<file path="src/rtl/core/tdma_pkg.sv">
package tdma_pkg;

   localparam int WINDOW_DEPTH = 16;
   localparam int POS_W = $clog2(WINDOW_DEPTH);
   localparam int CNT_W = $clog2(WINDOW_DEPTH + 1);
   localparam int SUM_W = 16 + CNT_W;

   localparam logic [1:0] OP_SAMPLE = 2'd0;
   localparam logic [1:0] OP_START  = 2'd1;
   localparam logic [1:0] OP_RESUME = 2'd2;
   localparam logic [1:0] OP_UNUSED = 2'd3;  // ignored, shows current levels

   localparam logic [1:0] ERR_OK     = 2'd0;
   localparam logic [1:0] ERR_TMO    = 2'd1;
   localparam logic [1:0] ERR_SENS   = 2'd2;
   localparam logic [1:0] ERR_ACTIVE = 2'd3;

   localparam logic [1:0] CSR_SENS   = 2'd0;
   localparam logic [1:0] CSR_TMO    = 2'd1;
   localparam logic [1:0] CSR_HOLD   = 2'd2;
   localparam logic [1:0] CSR_UNUSED = 2'd3;  // no register, writes ignored

   // commands from controller to datapath
   typedef struct packed {
      logic load;      // capture request word
      logic copy;      // copy one baseline entry into probe
      logic bpush;     // push sample into baseline window
      logic ppush;     // push sample into probe window
      logic div_start; // start both average divides
      logic div_step;  // one divide iteration
      logic finish;    // update session state, build response
   } cmd_type;

   // status from datapath to controller
   typedef struct packed {
      logic [1:0] op;
      logic       start_ok;
      logic       bpush_ok;
      logic       ppush_ok;
      logic       copy_last;
      logic       div_last;
   } stat_type;

endpackage

</file>
<file path="src/rtl/core/touch_detect_moving_average_core.sv">
// Touch detector with baseline and probe moving averages.
// Each accepted word is decoded; then a sample tick runs the divide, a valid start the window copy,
// and the response is built. One word in flight; next word accepted the cycle after the rsp handshake.
// Rate is set by the bit-serial average divider and the one-entry-a-cycle window copy.
// Synchronous active-high reset clears the baseline window, sums and session state; hold_ticks = 1.
module touch_detect_moving_average_core (
   input  logic        clock,
   input  logic        reset,
   input  logic        req_valid,
   output logic        req_ready,
   input  logic [1:0]  req_op,
   input  logic        req_data_ready,
   input  logic [15:0] req_sample,
   output logic        rsp_valid,
   input  logic        rsp_ready,
   output logic        rsp_trigger,
   output logic        rsp_power_enable,
   output logic        rsp_session_active,
   output logic        rsp_session_done,
   output logic        rsp_touch_found,
   output logic [15:0] rsp_last_value,
   output logic [15:0] rsp_baseline_avg,
   output logic [1:0]  rsp_start_error,
   input  logic        csr_write,
   input  logic [1:0]  csr_index,
   input  logic [31:0] csr_data
);

   tdma_pkg::cmd_type  cmd;
   tdma_pkg::stat_type stat;

   tdma_ctrl u_ctrl (
      .clock(clock), .reset(reset),
      .req_valid(req_valid), .req_ready(req_ready),
      .rsp_valid(rsp_valid), .rsp_ready(rsp_ready),
      .stat(stat), .cmd(cmd)
   );

   tdma_dp u_dp (
      .clock(clock), .reset(reset),
      .req_op(req_op), .req_data_ready(req_data_ready), .req_sample(req_sample),
      .csr_write(csr_write), .csr_index(csr_index), .csr_data(csr_data),
      .cmd(cmd), .stat(stat),
      .rsp_trigger(rsp_trigger), .rsp_power_enable(rsp_power_enable),
      .rsp_session_active(rsp_session_active), .rsp_session_done(rsp_session_done),
      .rsp_touch_found(rsp_touch_found), .rsp_last_value(rsp_last_value),
      .rsp_baseline_avg(rsp_baseline_avg), .rsp_start_error(rsp_start_error)
   );

endmodule

</file>
<file path="src/rtl/core/tdma_ctrl.sv">
module tdma_ctrl (
   input  logic               clock,
   input  logic               reset,
   input  logic               req_valid,
   output logic               req_ready,
   output logic               rsp_valid,
   input  logic               rsp_ready,
   input  tdma_pkg::stat_type stat,
   output tdma_pkg::cmd_type  cmd
);

   typedef enum logic [5:0] {
      ST_IDLE = 6'b000001,
      ST_DEC  = 6'b000010,
      ST_COPY = 6'b000100,
      ST_DIV  = 6'b001000,
      ST_FIN  = 6'b010000,
      ST_RSP  = 6'b100000
   } state_type;

   state_type state_ff, state_in;

   assign req_ready = (state_ff == ST_IDLE);
   assign rsp_valid = (state_ff == ST_RSP);

   // sequencer
   always_comb begin
      state_in = state_ff;
      cmd = '0;
      case (state_ff)
         ST_IDLE: begin
            if (req_valid) begin
               cmd.load = 1'b1;
               state_in = ST_DEC;
            end
         end
         ST_DEC: begin
            if (stat.op == tdma_pkg::OP_START && stat.start_ok) begin
               state_in = ST_COPY;
            end else if (stat.op == tdma_pkg::OP_SAMPLE) begin
               cmd.bpush = stat.bpush_ok;
               cmd.ppush = stat.ppush_ok;
               cmd.div_start = 1'b1;
               state_in = ST_DIV;
            end else begin
               state_in = ST_FIN;
            end
         end
         ST_COPY: begin
            cmd.copy = 1'b1;
            if (stat.copy_last) state_in = ST_FIN;
         end
         ST_DIV: begin
            cmd.div_step = 1'b1;
            if (stat.div_last) state_in = ST_FIN;
         end
         ST_FIN: begin
            cmd.finish = 1'b1;
            state_in = ST_RSP;
         end
         ST_RSP: begin
            if (rsp_ready) state_in = ST_IDLE;
         end
         default: state_in = ST_IDLE;
      endcase
   end

   always_ff @(posedge clock) begin
      if (reset) state_ff <= ST_IDLE;
      else state_ff <= state_in;
   end

`ifndef ASSERT_OFF
   a_no_overlap: assert property (@(posedge clock) disable iff (reset)
      !(req_ready && rsp_valid)) else $error("ready while response pending");
   a_fin_rsp: assert property (@(posedge clock) disable iff (reset)
      cmd.finish |=> rsp_valid) else $error("finish not followed by response");
   a_load_dec: assert property (@(posedge clock) disable iff (reset)
      cmd.load |=> state_ff == ST_DEC) else $error("load without decode");
`endif

endmodule

</file>
<file path="src/rtl/core/tdma_dp.sv">
module tdma_dp (
   input  logic               clock,
   input  logic               reset,
   input  logic [1:0]         req_op,
   input  logic               req_data_ready,
   input  logic [15:0]        req_sample,
   input  logic               csr_write,
   input  logic [1:0]         csr_index,
   input  logic [31:0]        csr_data,
   input  tdma_pkg::cmd_type  cmd,
   output tdma_pkg::stat_type stat,
   output logic               rsp_trigger,
   output logic               rsp_power_enable,
   output logic               rsp_session_active,
   output logic               rsp_session_done,
   output logic               rsp_touch_found,
   output logic [15:0]        rsp_last_value,
   output logic [15:0]        rsp_baseline_avg,
   output logic [1:0]         rsp_start_error
);

   localparam int PW = tdma_pkg::POS_W;
   localparam int CW = tdma_pkg::CNT_W;
   localparam int SW = tdma_pkg::SUM_W;
   localparam int DEPTH = tdma_pkg::WINDOW_DEPTH;
   localparam logic [CW-1:0] DEPTH_C = CW'(DEPTH);
   localparam logic [PW-1:0] POS_MAX = PW'(DEPTH - 1);
   localparam int DIV_STEPS = SW;
   localparam int DCW = $clog2(DIV_STEPS + 1);

   // config registers
   logic [15:0] sens_ff, hold_cfg_ff;
   logic [31:0] tmo_ff;

   always_ff @(posedge clock) begin
      if (reset) begin
         sens_ff <= '0;
         tmo_ff <= '0;
         hold_cfg_ff <= 16'd1;
      end else if (csr_write) begin
         case (csr_index)
            tdma_pkg::CSR_SENS: sens_ff <= csr_data[15:0];
            tdma_pkg::CSR_TMO:  tmo_ff <= csr_data;
            tdma_pkg::CSR_HOLD: hold_cfg_ff <= csr_data[15:0];
            default: ;
         endcase
      end
   end

   // request word
   logic [1:0]  op_ff;
   logic        rdy_ff;
   logic [15:0] smp_ff;

   always_ff @(posedge clock) begin
      if (cmd.load) begin
         op_ff <= req_op;
         rdy_ff <= req_data_ready;
         smp_ff <= req_sample;
      end
   end

   // session state
   logic          brun_ff, active_ff, trig_ff, pwr_ff;
   logic [31:0]   ticks_ff;
   logic [15:0]   hold_ff;
   logic [SW-1:0] bsum_ff, psum_ff;
   logic [CW-1:0] bcnt_ff, pcnt_ff;
   logic [PW-1:0] bpos_ff, ppos_ff, cpos_ff;
   logic [15:0]   bwin_ff [DEPTH];
   logic [15:0]   pwin_ff [DEPTH];

   logic [1:0] err;
   always_comb begin
      if (tmo_ff == '0) err = tdma_pkg::ERR_TMO;
      else if (sens_ff == '0) err = tdma_pkg::ERR_SENS;
      else if (active_ff) err = tdma_pkg::ERR_ACTIVE;
      else err = tdma_pkg::ERR_OK;
   end

   logic sess;
   assign sess = active_ff && (ticks_ff != '0);

   assign stat.op = op_ff;
   assign stat.start_ok = (err == tdma_pkg::ERR_OK);
   assign stat.bpush_ok = brun_ff && !active_ff && rdy_ff;
   assign stat.ppush_ok = sess && rdy_ff;
   assign stat.copy_last = (cpos_ff == POS_MAX);

   // serial dividers for both averages
   logic [DCW-1:0] dcnt_ff;
   logic [SW-1:0]  bq_ff, pq_ff;
   logic [CW:0]    br_ff, pr_ff;
   logic [CW:0]    br_sh, pr_sh;
   assign stat.div_last = (dcnt_ff == DCW'(DIV_STEPS - 1));
   assign br_sh = {br_ff[CW-1:0], bq_ff[SW-1]};
   assign pr_sh = {pr_ff[CW-1:0], pq_ff[SW-1]};

   // pushed sums
   logic [15:0] bold, pold;
   logic [SW-1:0] bsum_n, psum_n;
   assign bold = (bcnt_ff < DEPTH_C) ? 16'd0 : bwin_ff[bpos_ff];
   assign pold = (pcnt_ff < DEPTH_C) ? 16'd0 : pwin_ff[ppos_ff];
   assign bsum_n = bsum_ff - SW'(bold) + SW'(smp_ff);
   assign psum_n = psum_ff - SW'(pold) + SW'(smp_ff);

   logic [15:0] bavg, pavg;
   assign bavg = (bcnt_ff == '0) ? 16'd0 : bq_ff[15:0];
   assign pavg = (pcnt_ff == '0) ? 16'd0 : pq_ff[15:0];

   logic touched;
   assign touched = stat.ppush_ok && (bavg > pavg) && ((bavg - pavg) > sens_ff);

   // baseline avg must track sum even when no divide runs: keep quotient live
   always_ff @(posedge clock) begin
      if (reset) begin
         bq_ff <= '0;
      end else if (cmd.div_start) begin
         bq_ff <= cmd.bpush ? bsum_n : bsum_ff;
         br_ff <= '0;
      end else if (cmd.div_step) begin
         if (br_sh >= {1'b0, bcnt_ff} && bcnt_ff != '0) begin
            br_ff <= br_sh - {1'b0, bcnt_ff};
            bq_ff <= {bq_ff[SW-2:0], 1'b1};
         end else begin
            br_ff <= br_sh;
            bq_ff <= {bq_ff[SW-2:0], 1'b0};
         end
      end
   end

   always_ff @(posedge clock) begin
      if (cmd.div_start) begin
         pq_ff <= cmd.ppush ? psum_n : psum_ff;
         pr_ff <= '0;
         dcnt_ff <= '0;
      end else if (cmd.div_step) begin
         dcnt_ff <= dcnt_ff + 1'b1;
         if (pr_sh >= {1'b0, pcnt_ff} && pcnt_ff != '0) begin
            pr_ff <= pr_sh - {1'b0, pcnt_ff};
            pq_ff <= {pq_ff[SW-2:0], 1'b1};
         end else begin
            pr_ff <= pr_sh;
            pq_ff <= {pq_ff[SW-2:0], 1'b0};
         end
      end
   end

   // windows
   always_ff @(posedge clock) begin
      if (reset) begin
         for (int i = 0; i < DEPTH; i++) bwin_ff[i] <= '0;
      end else if (cmd.bpush) begin
         bwin_ff[bpos_ff] <= smp_ff;
      end
   end

   always_ff @(posedge clock) begin
      if (cmd.copy) pwin_ff[cpos_ff] <= bwin_ff[cpos_ff];
      else if (cmd.ppush) pwin_ff[ppos_ff] <= smp_ff;
   end

   always_ff @(posedge clock) begin
      if (reset) cpos_ff <= '0;
      else if (cmd.copy) cpos_ff <= (cpos_ff == POS_MAX) ? '0 : cpos_ff + 1'b1;
   end

   // window bookkeeping
   always_ff @(posedge clock) begin
      if (reset) begin
         bsum_ff <= '0; bcnt_ff <= '0; bpos_ff <= '0;
         psum_ff <= '0; pcnt_ff <= '0; ppos_ff <= '0;
      end else begin
         if (cmd.bpush) begin
            bsum_ff <= bsum_n;
            if (bcnt_ff < DEPTH_C) bcnt_ff <= bcnt_ff + 1'b1;
            bpos_ff <= (bpos_ff == POS_MAX) ? '0 : bpos_ff + 1'b1;
         end
         if (cmd.ppush) begin
            psum_ff <= psum_n;
            if (pcnt_ff < DEPTH_C) pcnt_ff <= pcnt_ff + 1'b1;
            ppos_ff <= (ppos_ff == POS_MAX) ? '0 : ppos_ff + 1'b1;
         end
         if (cmd.finish && op_ff == tdma_pkg::OP_START && err == tdma_pkg::ERR_OK) begin
            psum_ff <= bsum_ff;
            pcnt_ff <= bcnt_ff;
            ppos_ff <= PW'(bcnt_ff % DEPTH);
         end
      end
   end

   // session control and response word
   always_ff @(posedge clock) begin
      if (reset) begin
         brun_ff <= 1'b1; active_ff <= 1'b0; trig_ff <= 1'b0; pwr_ff <= 1'b0;
         ticks_ff <= '0; hold_ff <= '0;
         rsp_session_done <= 1'b0; rsp_touch_found <= 1'b0;
         rsp_last_value <= '0; rsp_start_error <= '0;
      end else if (cmd.finish) begin
         rsp_session_done <= 1'b0;
         rsp_touch_found <= 1'b0;
         rsp_last_value <= '0;
         rsp_start_error <= '0;
         case (op_ff)
            tdma_pkg::OP_START: begin
               rsp_start_error <= err;
               if (err == tdma_pkg::ERR_OK) begin
                  active_ff <= 1'b1;
                  pwr_ff <= 1'b1;
                  ticks_ff <= tmo_ff;
                  hold_ff <= '0;
               end
            end
            tdma_pkg::OP_RESUME: brun_ff <= 1'b1;
            tdma_pkg::OP_SAMPLE: begin
               if (brun_ff && active_ff) brun_ff <= 1'b0;
               if (sess) begin
                  if (stat.ppush_ok) rsp_last_value <= pavg;
                  if (touched) trig_ff <= 1'b1;
                  if (touched || ticks_ff == 32'd1) begin
                     ticks_ff <= '0;
                     rsp_session_done <= 1'b1;
                     rsp_touch_found <= touched;
                     pwr_ff <= 1'b0;
                     if (touched) hold_ff <= hold_cfg_ff;
                     else active_ff <= 1'b0;
                  end else begin
                     ticks_ff <= ticks_ff - 1'b1;
                  end
               end else if (active_ff) begin
                  if (hold_ff <= 16'd1) begin
                     hold_ff <= '0;
                     trig_ff <= 1'b0;
                     active_ff <= 1'b0;
                  end else begin
                     hold_ff <= hold_ff - 1'b1;
                  end
               end
            end
            default: ;
         endcase
      end
   end

   assign rsp_trigger = trig_ff;
   assign rsp_power_enable = pwr_ff;
   assign rsp_session_active = active_ff;
   assign rsp_baseline_avg = bavg;

`ifndef ASSERT_OFF
   a_pwr_active: assert property (@(posedge clock) disable iff (reset)
      pwr_ff |-> active_ff) else $error("power without session");
   a_trig_active: assert property (@(posedge clock) disable iff (reset)
      trig_ff |-> active_ff) else $error("trigger without session");
   a_cnt_range: assert property (@(posedge clock) disable iff (reset)
      bcnt_ff <= DEPTH_C && pcnt_ff <= DEPTH_C) else $error("count overflow");
`endif

endmodule

</file>
<file path="config.mk">
export PLATFORM = sky130hd
export DESIGN_NAME = touch_detect_moving_average_core
export DESIGN_NICKNAME = d
export VERILOG_FILES = /design/src/rtl/core/tdma_pkg.sv /design/src/rtl/core/touch_detect_moving_average_core.sv /design/src/rtl/core/tdma_ctrl.sv /design/src/rtl/core/tdma_dp.sv
export SDC_FILE = /design/constraint.sdc
export NUM_CORES = 2
export LEC_CHECK = 0
export BUFFER_PORTS_ARGS = -buffer_cell sky130_fd_sc_hd__buf_2
export CAP_MARGIN = 25
export CORE_UTILIZATION = 30
export CTS_CLUSTER_DIAMETER = 100
export DETAILED_ROUTE_END_ITERATION = 6
export GPL_TIMING_DRIVEN = 0
export MAX_ROUTING_LAYER = met4
export PLACE_DENSITY = 0.56
export SETUP_SLACK_MARGIN = 0.02
export SLEW_MARGIN = 0
export SYNTH_ARGS = -nofsm -noshare
export SYNTH_HDL_FRONTEND = slang
export SYNTH_SLANG_ARGS = --single-unit
</file>
<file path="constraint.sdc">
create_clock -name clock -period 7 [get_ports clock]
set_input_delay 1.4 -clock clock [delete_from_list [all_inputs] [get_ports clock]]
set_output_delay 1.4 -clock clock [all_outputs]
set_load 0.01 [all_outputs]
</file>
==> run_results.csv <==
group,metric,value,unit
routing,detail_route.iter0.violations,3565,
grt,number_of_global_route_vias_before_repair,28800,
routing,vias_per_cell,5.42,
logic_synthesis,number_of_different_library_cells_in_the_post_synthesis_netlist,81,
floorplan,die_h,370,µm
power_and_ir_drop,p_comb_share,8.8,%
logic_synthesis,synth_warnings,0,
sta,min_period,6.44,ns
setup_path,critical_path.cell_chain,"clkbuf_1 -> buf_1 -> buf_8 -> mux4_2 -> mux4_2 -> and2_1 -> fa_1 -> inv_1 -> ha_1 -> nor2b_1 -> o21a_1 -> o21ai_1 -> a21oi_1 -> o211ai_1 -> a211oi_1 -> o41ai_1 -> mux2i_1 -> o311ai_1",
grt,grt_max_degree,22,
clock_tree,clkLatencyLatePin,0.69,ns
setup_path,critPathCaptureType,"flip-flop",
setup_path,regToRegEndpoint,"u_dp.pq_ff[16]$_DFFE_PN_",
floorplan,die_area,0.137,mm²
hold_path,hp-start,"u_dp.rsp_last_value[1]$_SDFFE_PP0P_",
power_and_ir_drop,p_per_area,235,mW/mm²
setup_path,critical_path.max_fanout,10,
clock_tree,number_of_setup_buffers_added_after_cts,0,
logic_synthesis,ys_ff_latch,806,
power_and_ir_drop,vdd.ir_drop.worst,0.000198,V
grt,grt_first_pass_wirelength,199000,µm
hold_path,worstHoldPathType,"flip-flop to flip-flop",
logic_synthesis,net_count_of_the_mapped_netlist,3560,
routing,route.detailed.wl_per_inst,25.0,µm
clock_tree,cts-resized-gates,0,
layout,postLayoutCellArea,0.0471,mm²
sta,timing_worst_slew_pin_value,1.08,ns
layout,filler_cell_count,13100,
power_and_ir_drop,leakagePower,17.3,nW
layout,layout.cells.most_common_list,"edfxtp_1 (557), nand2_1 (310), and3_1 (270)",
logic_synthesis,async_reset_ff_share,0,%
floorplan,fp.coreArea,0.134,mm²
logic_synthesis,synth_flop_cell,"edfxtp_1",
setup_path,ff2ff_path_depth,18,
power_and_ir_drop,share_clk_of_total_power,43.4,%
placement,post-dp-hpwl,101000,µm
layout,fin_nets,3799,
layout,mostFrequentLayoutCell,"edfxtp_1",
routing,detail_route.wirelength,136000,µm
setup_path,regToRegSetupSlack,0.56,ns
setup_path,criticalPathCategory,"flip-flop to flip-flop",
placement,port-buffer-count,97,
sta,hold_viol_final,0,
sta,clock-skew-final,0.0480,ns
logic_synthesis,syn_area,0.0407,mm²
floorplan,floorplan.io_pins,99,
setup_path,critPathMaxStageDelay,0.63,ns
floorplan,num_rows,134,
clock_tree,clock_path_buffers,3,
routing,firstDrtPassIters,5,
logic_synthesis,syn_area_per_cell,12.1,µm²
grt,gr-usage-all-layers,20.3,%
sta,report.final.setup_viol,0,
sta,final.period_utilization,92.0,%
setup_path,cp-endpoint,"u_dp.pq_ff[16]$_DFFE_PN_",
sta,final.setup.worst_slack,0.558,ns
grt,antenna_violations_before_repair,5,
layout,layout-area-overhead-vs-synth,15.9,%
clock_tree,cts_hold_repair.buffers,0,
logic_synthesis,yosysSeqAreaShare,53.4,%
run,maxCapViolCount,0,
setup_path,start_kind,"flip-flop",
clock_tree,htree_levels,3,
clock_tree,clock-root-buffer,"clkbuf_16",
setup_path,critPathRequiredTime,7.39,ns
floorplan,fp.dieW,370,µm
placement,gp_congestion,0.960,
placement,detailedPlace.worstSlack,0.319,ns
routing,drc,0,
power_and_ir_drop,cell_internal_pwr,0.00824,W
clock_tree,cts_inserted_buffers,91,
clock_tree,tritoncts_clock_tree,"yes",
sta,unrepaired_setup_endpoints_after_global_routing,"false",
layout,drive_above_1_share,15.4,%
logic_synthesis,post_synth_inst_count,3367,
run_status,status,"finished clean",
routing,drt.antenna.violating_nets,0,
sta,fmax,155,MHz
grt,grt_overflow,0,
clock_tree,worst_setup_hold_path_clk_slew,0.06,ns
power_and_ir_drop,pwr-share-seq,47.9,%
clock_tree,clock-sinks,806,
power_and_ir_drop,power_switching_share,25.4,%
setup_path,worst_ep_arrival_time,6.83,ns
floorplan,initial_utilization,30.3,%
placement,detailed_place.area,0.0440,mm²
logic_synthesis,number_of_flops_mapped_to_enable_cells_by_yosys,557,
sta,timing.max_slew.rel_slack,27.7,%
setup_path,critPathMostFrequentCell,"mux4_2",
setup_path,critical-path-slowest-cell,"clkbuf_1",
sta,final_max_slew_viol_count,0,
routing,detailroute.via_count,29500,
power_and_ir_drop,power.switching,0.00281,W
[synthesized netlist by cell type (all sizes together), types with 6 or more instances]
cell	n	area, µm²
edfxtp	557	16700
nand2	310	1160
and3	270	1690
dfxtp	249	4980
mux4	240	5410
a21oi	207	1040
nor2	199	749
clkbuf	197	739
inv	192	721
ha	100	1250
o21ai	99	495
a22oi	49	368
nand3	49	250
a21o	48	360
nor3	45	225
buf	44	185
and2	43	269
xnor2	38	333
xor2	36	315
fa	35	701
nor2b	34	213
nor4	28	190
nand2b	27	169
or3	24	155
a31oi	23	144
a211oi	21	158
nand4	21	131
o21a	17	128
mux2i	14	140
o31ai	13	97.6
o211ai	10	75.1
a221oi	9	78.8
nand3b	9	67.6
o32ai	8	70.1
or4	8	63.8
nor3b	7	52.6
or2	7	43.8
nor4b	6	58.8
[through the flow]
step	total power, W	cells	setup TNS [ns]	utilization, %	hold slack (ns)
3_3_place_gp	0.00632	5232	-1.14	32.4	0.445
4_1_cts	0.0111	5439	0	35.1	0.451
5_1_grt	0.0114	5449	0	35.2	0.476
2_1_floorplan	0.00594	3367	0	-	0.436
3_5_place_dp	0.00634	5273	0	32.9	0.443
6_report	0.0111	5450	0	35.2	0.450
[worst max-delay path: cells and delay by family, from the launching register on]
| kind | cells | cell delay, ns |
|---|---|---|
| mux | 3 | 1.35 |
| fa+ha+maj | 2 | 0.84 |
| flops | 1 | 0.31 |
| simple gates | 2 | 0.36 |
| buf+inv | 4 | 1.42 |
| compound gates | 7 | 1.86 |
[metal layers]
layer,part of all wire [%],GRT usage (%),vias up
met4,3.5,6.92,0
met1,43,27.4,14900
met5,0,-,-
li1,-,-,13100
met2,45,30.4,1318
met3,8.6,3.65,223
[power groups by stage]
stage / Clock [W] / Combinational (W) / Sequential [W]
global route: 0.00504 / 0.00105 / 0.00530
global placement: 0 / 0.000930 / 0.00539
detailed placement: 0 / 0.000949 / 0.00539
finish: 0.00480 / 0.000969 / 0.00529
CTS: 0.00486 / 0.000954 / 0.00529
floorplan: 0 / 0.000615 / 0.00532
[sequential cells by signal, summed over array words and instances (netlist names), 6 cells and up, named ones only]
| register | cells |
|---|---|
| u_ctrl.state_ff | 6 |
| u_dp.psum_ff | 21 |
| u_dp.ticks_ff | 32 |
| u_dp.hold_ff | 16 |
| u_dp.tmo_ff | 32 |
| u_dp.hold_cfg_ff | 16 |
| u_dp.pq_ff | 21 |
| u_dp.pwin_ff | 256 |
| u_dp.bwin_ff | 256 |
| u_dp.bsum_ff | 21 |
| u_dp.smp_ff | 16 |
| u_dp.bq_ff | 21 |
| u_dp.rsp_last_value | 16 |
| u_dp.sens_ff | 16 |
[logic make-up after synthesis]
kind of cell    Yosys count  share of synthesized area [%]
fa+ha+maj               135                           4.80
flops                   806                           53.4
buf+inv                 433                           4.05
xor+xnor                 74                           1.59
compound gates          568                           8.78
simple gates           1097                           13.7
mux                     254                           13.6
[how the worst min path moves through the flow]
stage | depth (start not counted) | to
6_report | 2 | u_dp.rsp_last_value[1]$_SDFFE_PP0P_
3_3_place_gp | 2 | u_dp.hold_cfg_ff[10]$_SDFFE_PP0P_
4_1_cts | 2 | u_dp.rsp_last_value[1]$_SDFFE_PP0P_
3_5_place_dp | 2 | u_dp.rsp_last_value[1]$_SDFFE_PP0P_
2_1_floorplan | 2 | u_dp.hold_cfg_ff[15]$_SDFFE_PP0P_
5_1_grt | 2 | u_dp.rsp_last_value[1]$_SDFFE_PP0P_
[cell type report]
class                           instances  area, µm²  share of cell area [%]
Tap cell                             1768       2210                    4.70
Clock inverter                         54        513                    1.09
Timing Repair Buffer                  146       1240                    2.63
Buffer                                241        926                    1.97
Inverter                              192        721                    1.53
Clock buffer                          112       2420                    5.14
Antenna cell                            3       7.51                  0.0159
Multi-Input combinational cell       2128      17400                    36.8
Sequential cell                       806      21700                    46.1
Power figures use the tool's default switching activity.
